$ cat src/hw/rtl/b64lw_pkg.sv
`timescale 1ns / 1ps

package b64lw_pkg;

    // Character codes
    localparam logic [7:0] PAD_CHAR = 8'h3d;
    localparam logic [7:0] LF_CHAR  = 8'h0a;

    // Register reset value
    localparam logic [7:0] LINE_LENGTH_RESET = 8'd76;

    // Symbol field mask
    localparam logic [5:0] SYM_MASK = 6'h3f;

    // Position in the three-byte group
    localparam logic [1:0] PHASE_0 = 2'd0;
    localparam logic [1:0] PHASE_1 = 2'd1;
    localparam logic [1:0] PHASE_2 = 2'd2;

    // Queue depth
    localparam int QUEUE_DEPTH = 2;

    // One classified input byte: up to two symbols, then pads
    typedef struct packed {
        logic [2:0][5:0] sym;
        logic [1:0]      nsym;
        logic [1:0]      npad;
        logic            last;
    } job_t;

    // Queue head as seen by the back end
    typedef struct packed {
        logic valid;
        job_t job;
    } head_t;

    // Six-bit value to standard alphabet character
    function automatic logic [7:0] sym_char(input logic [5:0] v);
        logic [7:0] w;
        logic [7:0] c;
        begin
            w = {2'b00, v & SYM_MASK};
            if (w < 8'd26)
            begin
                c = w + 8'd65;
            end
            else if (w < 8'd52)
            begin
                c = w + 8'd71;
            end
            else if (w < 8'd62)
            begin
                c = w - 8'd4;
            end
            else if (w == 8'd62)
            begin
                c = 8'h2b;
            end
            else
            begin
                c = 8'h2f;
            end
            return c;
        end
    endfunction

endpackage

$ cat src/hw/rtl/b64lw_front.sv
`timescale 1ns / 1ps

module b64lw_front (
    input  logic               clk,
    input  logic               rst_n,
    input  logic               in_valid,
    input  logic               full,
    input  logic [7:0]         in_byte,
    input  logic               in_last,
    output logic               push,
    output b64lw_pkg::job_t    job
);

    logic [1:0] group_phase_reg;
    logic [1:0] group_phase_next;
    logic [3:0] bit_residue_reg;
    logic [3:0] bit_residue_next;

    assign push = in_valid && !full;

    // Split the byte into symbols by group position
    always_comb
    begin
        job              = '0;
        job.last         = in_last;
        group_phase_next = group_phase_reg;
        bit_residue_next = bit_residue_reg;
        case (group_phase_reg)
            b64lw_pkg::PHASE_1:
            begin
                job.sym[0]       = {bit_residue_reg[1:0], in_byte[7:4]};
                job.nsym         = 2'd1;
                bit_residue_next = in_byte[3:0];
                group_phase_next = b64lw_pkg::PHASE_2;
                if (in_last)
                begin
                    job.sym[1] = {in_byte[3:0], 2'b00};
                    job.nsym   = 2'd2;
                    job.npad   = 2'd1;
                end
            end
            b64lw_pkg::PHASE_2:
            begin
                job.sym[0]       = {bit_residue_reg, in_byte[7:6]};
                job.sym[1]       = in_byte[5:0];
                job.nsym         = 2'd2;
                bit_residue_next = 4'd0;
                group_phase_next = b64lw_pkg::PHASE_0;
            end
            default:
            begin
                job.sym[0]       = in_byte[7:2];
                job.nsym         = 2'd1;
                bit_residue_next = {2'b00, in_byte[1:0]};
                group_phase_next = b64lw_pkg::PHASE_1;
                if (in_last)
                begin
                    job.sym[1] = {in_byte[1:0], 4'b0000};
                    job.nsym   = 2'd2;
                    job.npad   = 2'd2;
                end
            end
        endcase
        // Final byte returns the group state to reset
        if (in_last)
        begin
            group_phase_next = b64lw_pkg::PHASE_0;
            bit_residue_next = 4'd0;
        end
    end

    // Group state
    always_ff @(posedge clk or negedge rst_n)
    begin
        if (!rst_n)
        begin
            group_phase_reg <= b64lw_pkg::PHASE_0;
            bit_residue_reg <= 4'd0;
        end
        else if (push)
        begin
            group_phase_reg <= group_phase_next;
            bit_residue_reg <= bit_residue_next;
        end
    end

endmodule

$ cat src/hw/rtl/b64lw_queue.sv
`timescale 1ns / 1ps

module b64lw_queue (
    input  logic               clk,
    input  logic               rst_n,
    input  logic               push,
    input  b64lw_pkg::job_t    push_job,
    input  logic               pop,
    output logic               full,
    output b64lw_pkg::head_t   head
);

    localparam int PtrW = $clog2(b64lw_pkg::QUEUE_DEPTH);
    localparam int CntW = $clog2(b64lw_pkg::QUEUE_DEPTH + 1);

    b64lw_pkg::job_t entry_reg [b64lw_pkg::QUEUE_DEPTH];
    logic [PtrW-1:0] wr_ptr_reg;
    logic [PtrW-1:0] rd_ptr_reg;
    logic [CntW-1:0] count_reg;
    logic [CntW-1:0] count_next;

    assign full       = (count_reg == CntW'(b64lw_pkg::QUEUE_DEPTH));
    assign head.valid = (count_reg != '0);
    assign head.job   = entry_reg[rd_ptr_reg];

    // Occupancy
    always_comb
    begin
        count_next = count_reg;
        if (push && !pop)
        begin
            count_next = count_reg + CntW'(1);
        end
        else if (pop && !push)
        begin
            count_next = count_reg - CntW'(1);
        end
    end

    // Pointers and count
    always_ff @(posedge clk or negedge rst_n)
    begin
        if (!rst_n)
        begin
            wr_ptr_reg <= '0;
            rd_ptr_reg <= '0;
            count_reg  <= '0;
        end
        else
        begin
            count_reg <= count_next;
            if (push)
            begin
                wr_ptr_reg <= wr_ptr_reg + PtrW'(1);
            end
            if (pop)
            begin
                rd_ptr_reg <= rd_ptr_reg + PtrW'(1);
            end
        end
    end

    // Entry storage
    always_ff @(posedge clk)
    begin
        if (push)
        begin
            entry_reg[wr_ptr_reg] <= push_job;
        end
    end

endmodule

$ cat src/hw/rtl/b64lw_back.sv
`timescale 1ns / 1ps

module b64lw_back (
    input  logic               clk,
    input  logic               rst_n,
    input  b64lw_pkg::head_t   head,
    input  logic [7:0]         line_length,
    input  logic               out_stall,
    output logic               pop,
    output logic               out_valid,
    output logic [7:0]         out_char,
    output logic               out_last
);

    logic [1:0] sym_idx_reg;
    logic [1:0] sym_idx_next;
    logic [1:0] pad_idx_reg;
    logic [1:0] pad_idx_next;
    logic       pad_mode_reg;
    logic       pad_mode_next;
    logic [7:0] column_reg;
    logic [7:0] column_next;
    logic       out_valid_reg;
    logic [7:0] out_char_reg;
    logic [7:0] char_next;
    logic       out_last_reg;
    logic       last_next;
    logic       load;
    logic       fire;
    logic       done;
    logic       wrap;
    logic       final_sym;
    logic       final_pad;

    assign load = !out_valid_reg || !out_stall;
    assign fire = load && head.valid;
    assign pop  = fire && done;
    assign wrap = (line_length != 8'd0) && (column_reg >= line_length);

    assign final_sym = (sym_idx_reg + 2'd1) == head.job.nsym;
    assign final_pad = (pad_idx_reg + 2'd1) == head.job.npad;

    // Pick the next character of the head job
    always_comb
    begin
        sym_idx_next  = sym_idx_reg;
        pad_idx_next  = pad_idx_reg;
        pad_mode_next = pad_mode_reg;
        column_next   = column_reg;
        char_next     = b64lw_pkg::LF_CHAR;
        last_next     = 1'b0;
        done          = 1'b0;
        if (pad_mode_reg)
        begin
            char_next    = b64lw_pkg::PAD_CHAR;
            last_next    = final_pad && head.job.last;
            done         = final_pad;
            pad_idx_next = pad_idx_reg + 2'd1;
        end
        else if (wrap)
        begin
            column_next = 8'd0;
        end
        else
        begin
            char_next = b64lw_pkg::sym_char(head.job.sym[sym_idx_reg]);
            if (column_reg != 8'hff)
            begin
                column_next = column_reg + 8'd1;
            end
            if (final_sym)
            begin
                if (head.job.npad == 2'd0)
                begin
                    done      = 1'b1;
                    last_next = head.job.last;
                end
                else
                begin
                    pad_mode_next = 1'b1;
                    pad_idx_next  = 2'd0;
                end
            end
            else
            begin
                sym_idx_next = sym_idx_reg + 2'd1;
            end
        end
        // Job finished: rewind, and reset the line column after the final byte
        if (done)
        begin
            sym_idx_next  = 2'd0;
            pad_idx_next  = 2'd0;
            pad_mode_next = 1'b0;
            if (head.job.last)
            begin
                column_next = 8'd0;
            end
        end
    end

    // Sequencer state and output register
    always_ff @(posedge clk or negedge rst_n)
    begin
        if (!rst_n)
        begin
            sym_idx_reg   <= 2'd0;
            pad_idx_reg   <= 2'd0;
            pad_mode_reg  <= 1'b0;
            column_reg    <= 8'd0;
            out_valid_reg <= 1'b0;
            out_char_reg  <= 8'd0;
            out_last_reg  <= 1'b0;
        end
        else
        begin
            if (load)
            begin
                out_valid_reg <= head.valid;
            end
            if (fire)
            begin
                sym_idx_reg  <= sym_idx_next;
                pad_idx_reg  <= pad_idx_next;
                pad_mode_reg <= pad_mode_next;
                column_reg   <= column_next;
                out_char_reg <= char_next;
                out_last_reg <= last_next;
            end
        end
    end

    assign out_valid = out_valid_reg;
    assign out_char  = out_char_reg;
    assign out_last  = out_last_reg;

endmodule

$ cat src/hw/rtl/base64_encoder_line_wrap.sv
// The first character of a byte passes through the job queue and then the output register.
// Throughput: one output character per cycle while out_stall is low; a byte yields one or two symbols,
// up to two pads and line feeds.
// A two-entry job queue lets the input side run ahead of the character sequencer.
// Reset (rst_n low, asynchronous) clears group state, line column and queue,
// and sets line_length to 76.
`timescale 1ns / 1ps

module base64_encoder_line_wrap (
    input  logic       clk,
    input  logic       rst_n,
    input  logic       cfg_wr_en,
    input  logic [7:0] cfg_wr_data,
    input  logic       in_valid,
    output logic       in_stall,
    input  logic [7:0] in_byte,
    input  logic       in_last,
    output logic       out_valid,
    input  logic       out_stall,
    output logic [7:0] out_char,
    output logic       out_last
);

    logic               full;
    logic               push;
    logic               pop;
    b64lw_pkg::job_t    push_job;
    b64lw_pkg::head_t   head;
    logic [7:0]         line_length_reg;

    assign in_stall = full;

    // Line length register
    always_ff @(posedge clk or negedge rst_n)
    begin
        if (!rst_n)
        begin
            line_length_reg <= b64lw_pkg::LINE_LENGTH_RESET;
        end
        else if (cfg_wr_en)
        begin
            line_length_reg <= cfg_wr_data;
        end
    end

    b64lw_front u_front (
        .clk      (clk),
        .rst_n    (rst_n),
        .in_valid (in_valid),
        .full     (full),
        .in_byte  (in_byte),
        .in_last  (in_last),
        .push     (push),
        .job      (push_job)
    );

    b64lw_queue u_queue (
        .clk      (clk),
        .rst_n    (rst_n),
        .push     (push),
        .push_job (push_job),
        .pop      (pop),
        .full     (full),
        .head     (head)
    );

    b64lw_back u_back (
        .clk         (clk),
        .rst_n       (rst_n),
        .head        (head),
        .line_length (line_length_reg),
        .out_stall   (out_stall),
        .pop         (pop),
        .out_valid   (out_valid),
        .out_char    (out_char),
        .out_last    (out_last)
    );

`ifndef NO_ASSERTIONS
    // A line feed never ends the message
    a_lf_not_last: assert property (@(posedge clk) disable iff (!rst_n)
        (out_valid && out_char == b64lw_pkg::LF_CHAR) |-> !out_last)
        else $error("line feed flagged as final character");

    // A symbol always follows a line feed directly
    a_lf_then_sym: assert property (@(posedge clk) disable iff (!rst_n)
        (out_valid && !out_stall && out_char == b64lw_pkg::LF_CHAR)
        |=> (out_valid && out_char != b64lw_pkg::LF_CHAR))
        else $error("line feed not followed by a symbol");

    // A pad that is not final is followed at once by another pad
    a_pad_run: assert property (@(posedge clk) disable iff (!rst_n)
        (out_valid && !out_stall && out_char == b64lw_pkg::PAD_CHAR && !out_last)
        |=> (out_valid && out_char == b64lw_pkg::PAD_CHAR))
        else $error("pad run broken");
`endif

endmodule
$ cat config.mk
export PLATFORM = sky130hd
export DESIGN_NAME = base64_encoder_line_wrap
export DESIGN_NICKNAME = d
export VERILOG_FILES = /design/src/hw/rtl/b64lw_pkg.sv /design/src/hw/rtl/b64lw_front.sv /design/src/hw/rtl/b64lw_queue.sv /design/src/hw/rtl/b64lw_back.sv /design/src/hw/rtl/base64_encoder_line_wrap.sv
export SDC_FILE = /design/constraint.sdc
export NUM_CORES = 1
export LEC_CHECK = 0
export BUFFER_PORTS_ARGS = -buffer_cell sky130_fd_sc_hd__buf_4
export CELL_PAD_IN_SITES_DETAIL_PLACEMENT = 1
export CELL_PAD_IN_SITES_GLOBAL_PLACEMENT = 2
export CORE_AREA = 2 2 106 108
export DETAILED_ROUTE_END_ITERATION = 16
export DIE_AREA = 0 0 108 110
export PLACE_DENSITY = 0.78
export SYNTH_ARGS = -nofsm -noshare
export SYNTH_HDL_FRONTEND = slang
export SYNTH_SLANG_ARGS = --single-unit
export TNS_END_PERCENT = 30
$ cat constraint.sdc
create_clock -name clk -period 3.4 [get_ports clk]
set_clock_uncertainty 0.2 [all_clocks]
set_input_delay 0.51 -clock clk [delete_from_list [all_inputs] [get_ports clk]]
set_output_delay 0.51 -clock clk [all_outputs]
set_load 0.005 [all_outputs]
==> reports/qor.yml <==
required_ns: 3.45
grt_use_met2_pct: 32.2
start_kind: "flop"
ys_seq_area_share_pct: 50.2
fmax_ghz: 0.318
diodes: 0
wl_mm: 9.91
drive_gt1_share_pct: 17.1
setup_slack_ns: 0.251
clk_latency_ns: 0.35
grt_setup_unrepaired: "false"
grt_pass1_wl_mm: 16.5
grt_start_max_net_pins: 42
p_sw_share_pct: 41.2
syn-num-nets: 416
cap_violations: 0
final.setup.tns_ns: 0
die-area_um2: 11900
cellPowerDensity_nw_per_um2: 933
place.detailed.hpwl_mm: 7.43
seqPwrFrac_pct: 34.6
fillers: 1203
layout.nets: 452
synth_flop_cell: "dfrtp_1"
intPower_uw: 2570
post-place-ws_ns: 0.201
num_vias: 3061
outcome: "finished clean"
cts-htree-levels: 3
floorplan.initialDensity_pct: 38.2
vias_per_cell: 5.51
p_sw_uw: 1810
fp.dieH_um: 110
firstDrtPassIters: 4
post_cts_buffers: 0
end_kind: "flop"
cts_tree: "done"
synth_edf_count: 34
fp-row-count: 38
drtIter0Drc: 151
grt-busiest-layer: "met2"
ys_ff_latch: 75
clk_pin_slew_ns: 0.08
synth_cell_types: 59
leakage_uw: 0.00194
cp.arrival_ns: 3.19
drcViolationCount: 0
relSlewSlack_pct: 36.5
cpMaxStageDelayCell: "mux4_2"
critical_path_class: "reg2reg"
avgSynthCellArea_um2: 10.9
worst_slew_pin_slew_ns: 0.940
finalHoldViolCount: 0
syn_area_um2: 4090
gr-usage-met1_pct: 22.6
setup_violations: 0
port_buffers: 32
grt_use_met3_pct: 2.70
drtAntennaViolNets: 0
period_share_pct: 92.6
cts_buffers: 9
design.portCount: 33
fp.coreArea_um2: 10700
avgRoutedWirePerCell_um: 17.8
min_path_type: "in2reg"
grt_usage_pct: 18.2
power_frac_comb_pct: 48.8
final_max_slew_viol_count: 0
cpPeakStageDelay_ns: 0.64
grt_overflow: 0
largest_reg_flops: 34
root_buffer: "clkbuf_8"
routabilityCongestion: 0.824
power_frac_clock_pct: 16.5
async_flop_share_pct: 54.7
crit_path_cell_trace: "mux4_2 -> nand2_1 -> inv_1 -> ha_1 -> a211oi_1 -> nor3_4 -> a2111o_1 -> a22o_1"
synth_top_area_cell: "edfxtp_1"
grt_pass1_vias: 3280
synth_top_area_share_pct: 25.0
cp_max_fo: 8
cts.sinks: 75
clockBufferDepth: 2
synth_top_cells_by_area: "edfxtp_1 25%, dfrtp_1 23%, ha_1 5.8%"
min_period_ns: 3.15
antenna_found_initial: 0
synthToLayoutAreaGrowth_pct: 14.9
die_x_um: 108
synth-warning-count: 0
syn_inst: 375
ir_worst_vdd_mv: 0.420
-- logic make-up after synthesis --
logic type               Yosys count  share of synthesized area (%)
AO/OA/AOI/OAI                    104                           17.8
XOR/XNOR                          12                           2.57
adder cells (fa/ha/maj)           19                           5.82
AND/OR/NAND/NOR                  113                           13.8
flip-flops                        75                           50.2
multiplexers                      16                           5.97
buffers and inverters             36                           3.92
-- metrics by stage --
| stage | cell area (µm²) | instances | hold slack (ns) | utilization, % | power [µW] |
|---|---|---|---|---|---|
| after global routing | 4700 | 556 | 0.168 | 43.9 | 4740 |
| after CTS | 4690 | 556 | 0.149 | 43.8 | 4410 |
| after detailed placement | 4470 | 539 | 0.293 | 41.8 | 3670 |
| after global placement | 4470 | 539 | 0.279 | 41.8 | 3590 |
| final | 4700 | 556 | 0.165 | 43.9 | 4380 |
| after floorplan | 4090 | 375 | 0.0144 | - | 3040 |
-- worst paths after layout --
check	from	slack [ns]	endpoint	cells after the start
worst max-delay path	u_queue.rd_ptr_reg	0.25	u_back.out_char[5]	8
worst min register to register	u_queue.wr_ptr_reg	0.31	u_queue.wr_ptr_reg	1
worst min-delay path	cfg_wr_data[7]	0.17	line_length_reg[7]	3
worst max register to register	u_queue.rd_ptr_reg	0.25	u_back.out_char[5]	8
min in group asynchronous	rst_n	0.50	line_length_reg[1]	2
max in group asynchronous	rst_n	2.10	u_queue.wr_ptr_reg	2
-- Yosys cell counts, types with 3 or more instances --
cell type,instances
nand2_1,40
dfrtp_1,38
edfxtp_1,34
o21ai_0,28
inv_1,20
ha_1,19
a21oi_1,18
nor2_1,15
clkbuf_1,12
nand3_1,12
xnor2_1,10
a22o_1,9
and2_1,9
o211ai_1,9
a22oi_1,8
mux2i_1,6
and3_1,5
mux4_2,5
nor3_1,5
mux2_2,4
nand2b_1,4
nand4_1,4
nor4_1,4
a21o_1,3
a31oi_1,3
a32o_1,3
dfstp_2,3
nand3b_1,3
nor2b_1,3
o31ai_1,3
or2_2,3
-- power by group through the flow --
stage / Clock [µW] / Sequential, µW / Combinational [µW]
4_1_cts: 748 / 1520 / 2140
3_3_place_gp: 0 / 1520 / 2070
3_5_place_dp: 0 / 1540 / 2130
6_report: 724 / 1520 / 2140
2_1_floorplan: 0 / 1440 / 1600
5_1_grt: 783 / 1550 / 2400
-- per-layer routing --
| layer | routed length (µm) | share of wire [%] | vias to the layer above |
|---|---|---|---|
| met4 | 113 | 1.1 | 0 |
| met1 | 4510 | 46 | 1535 |
| met5 | 0 | 0 | - |
| met2 | 5050 | 51 | 39 |
| met3 | 237 | 2.4 | 8 |
| li1 | - | - | 1479 |
-- placed cells by master, fill, tap and decap left out, types with 4 or more instances in the layout --
master,count
clkbuf_8,11
and3_1,5
xnor2_1,10
o211ai_1,9
a21oi_1,18
buf_4,39
nor2_1,15
dfrtp_1,38
o21ai_0,27
ha_1,19
nand2_1,40
nor4_1,4
nand4_1,4
nor3_1,5
mux2i_1,6
and2_1,9
mux2_2,4
a22o_1,9
inv_1,20
a22oi_1,8
nand3_1,12
edfxtp_1,34
mux4_2,5
nand2b_1,4
-- area by class of cell --
class | count | area [µm²] | share of cell area [%]
Multi-Input combinational cell | 264 | 1880 | 40.1
Sequential cell | 75 | 2050 | 43.7
Tap cell | 140 | 175 | 3.73
Inverter | 21 | 78.8 | 1.68
Timing Repair Buffer | 40 | 303 | 6.45
Clock inverter | 3 | 46.3 | 0.986
Clock buffer | 13 | 159 | 3.38
-- critical path, delay by kind of cell (launching register included) --
family	cells	cell delay [ns]
AND/OR/NAND/NOR	2	0.33
adder cells (fa/ha/maj)	1	0.26
flip-flops	1	0.52
multiplexers	1	0.64
AO/OA/AOI/OAI	3	1.00
buffers and inverters	1	0.07
-- what timing repair did --
item,in CTS,in global routing
hold buffers,1,0
setup endpoints to repair,0,1
gates resized for setup,0,1
endpoints found under the hold margin,38,0
Note: power is estimated with default switching activity, not from simulation.
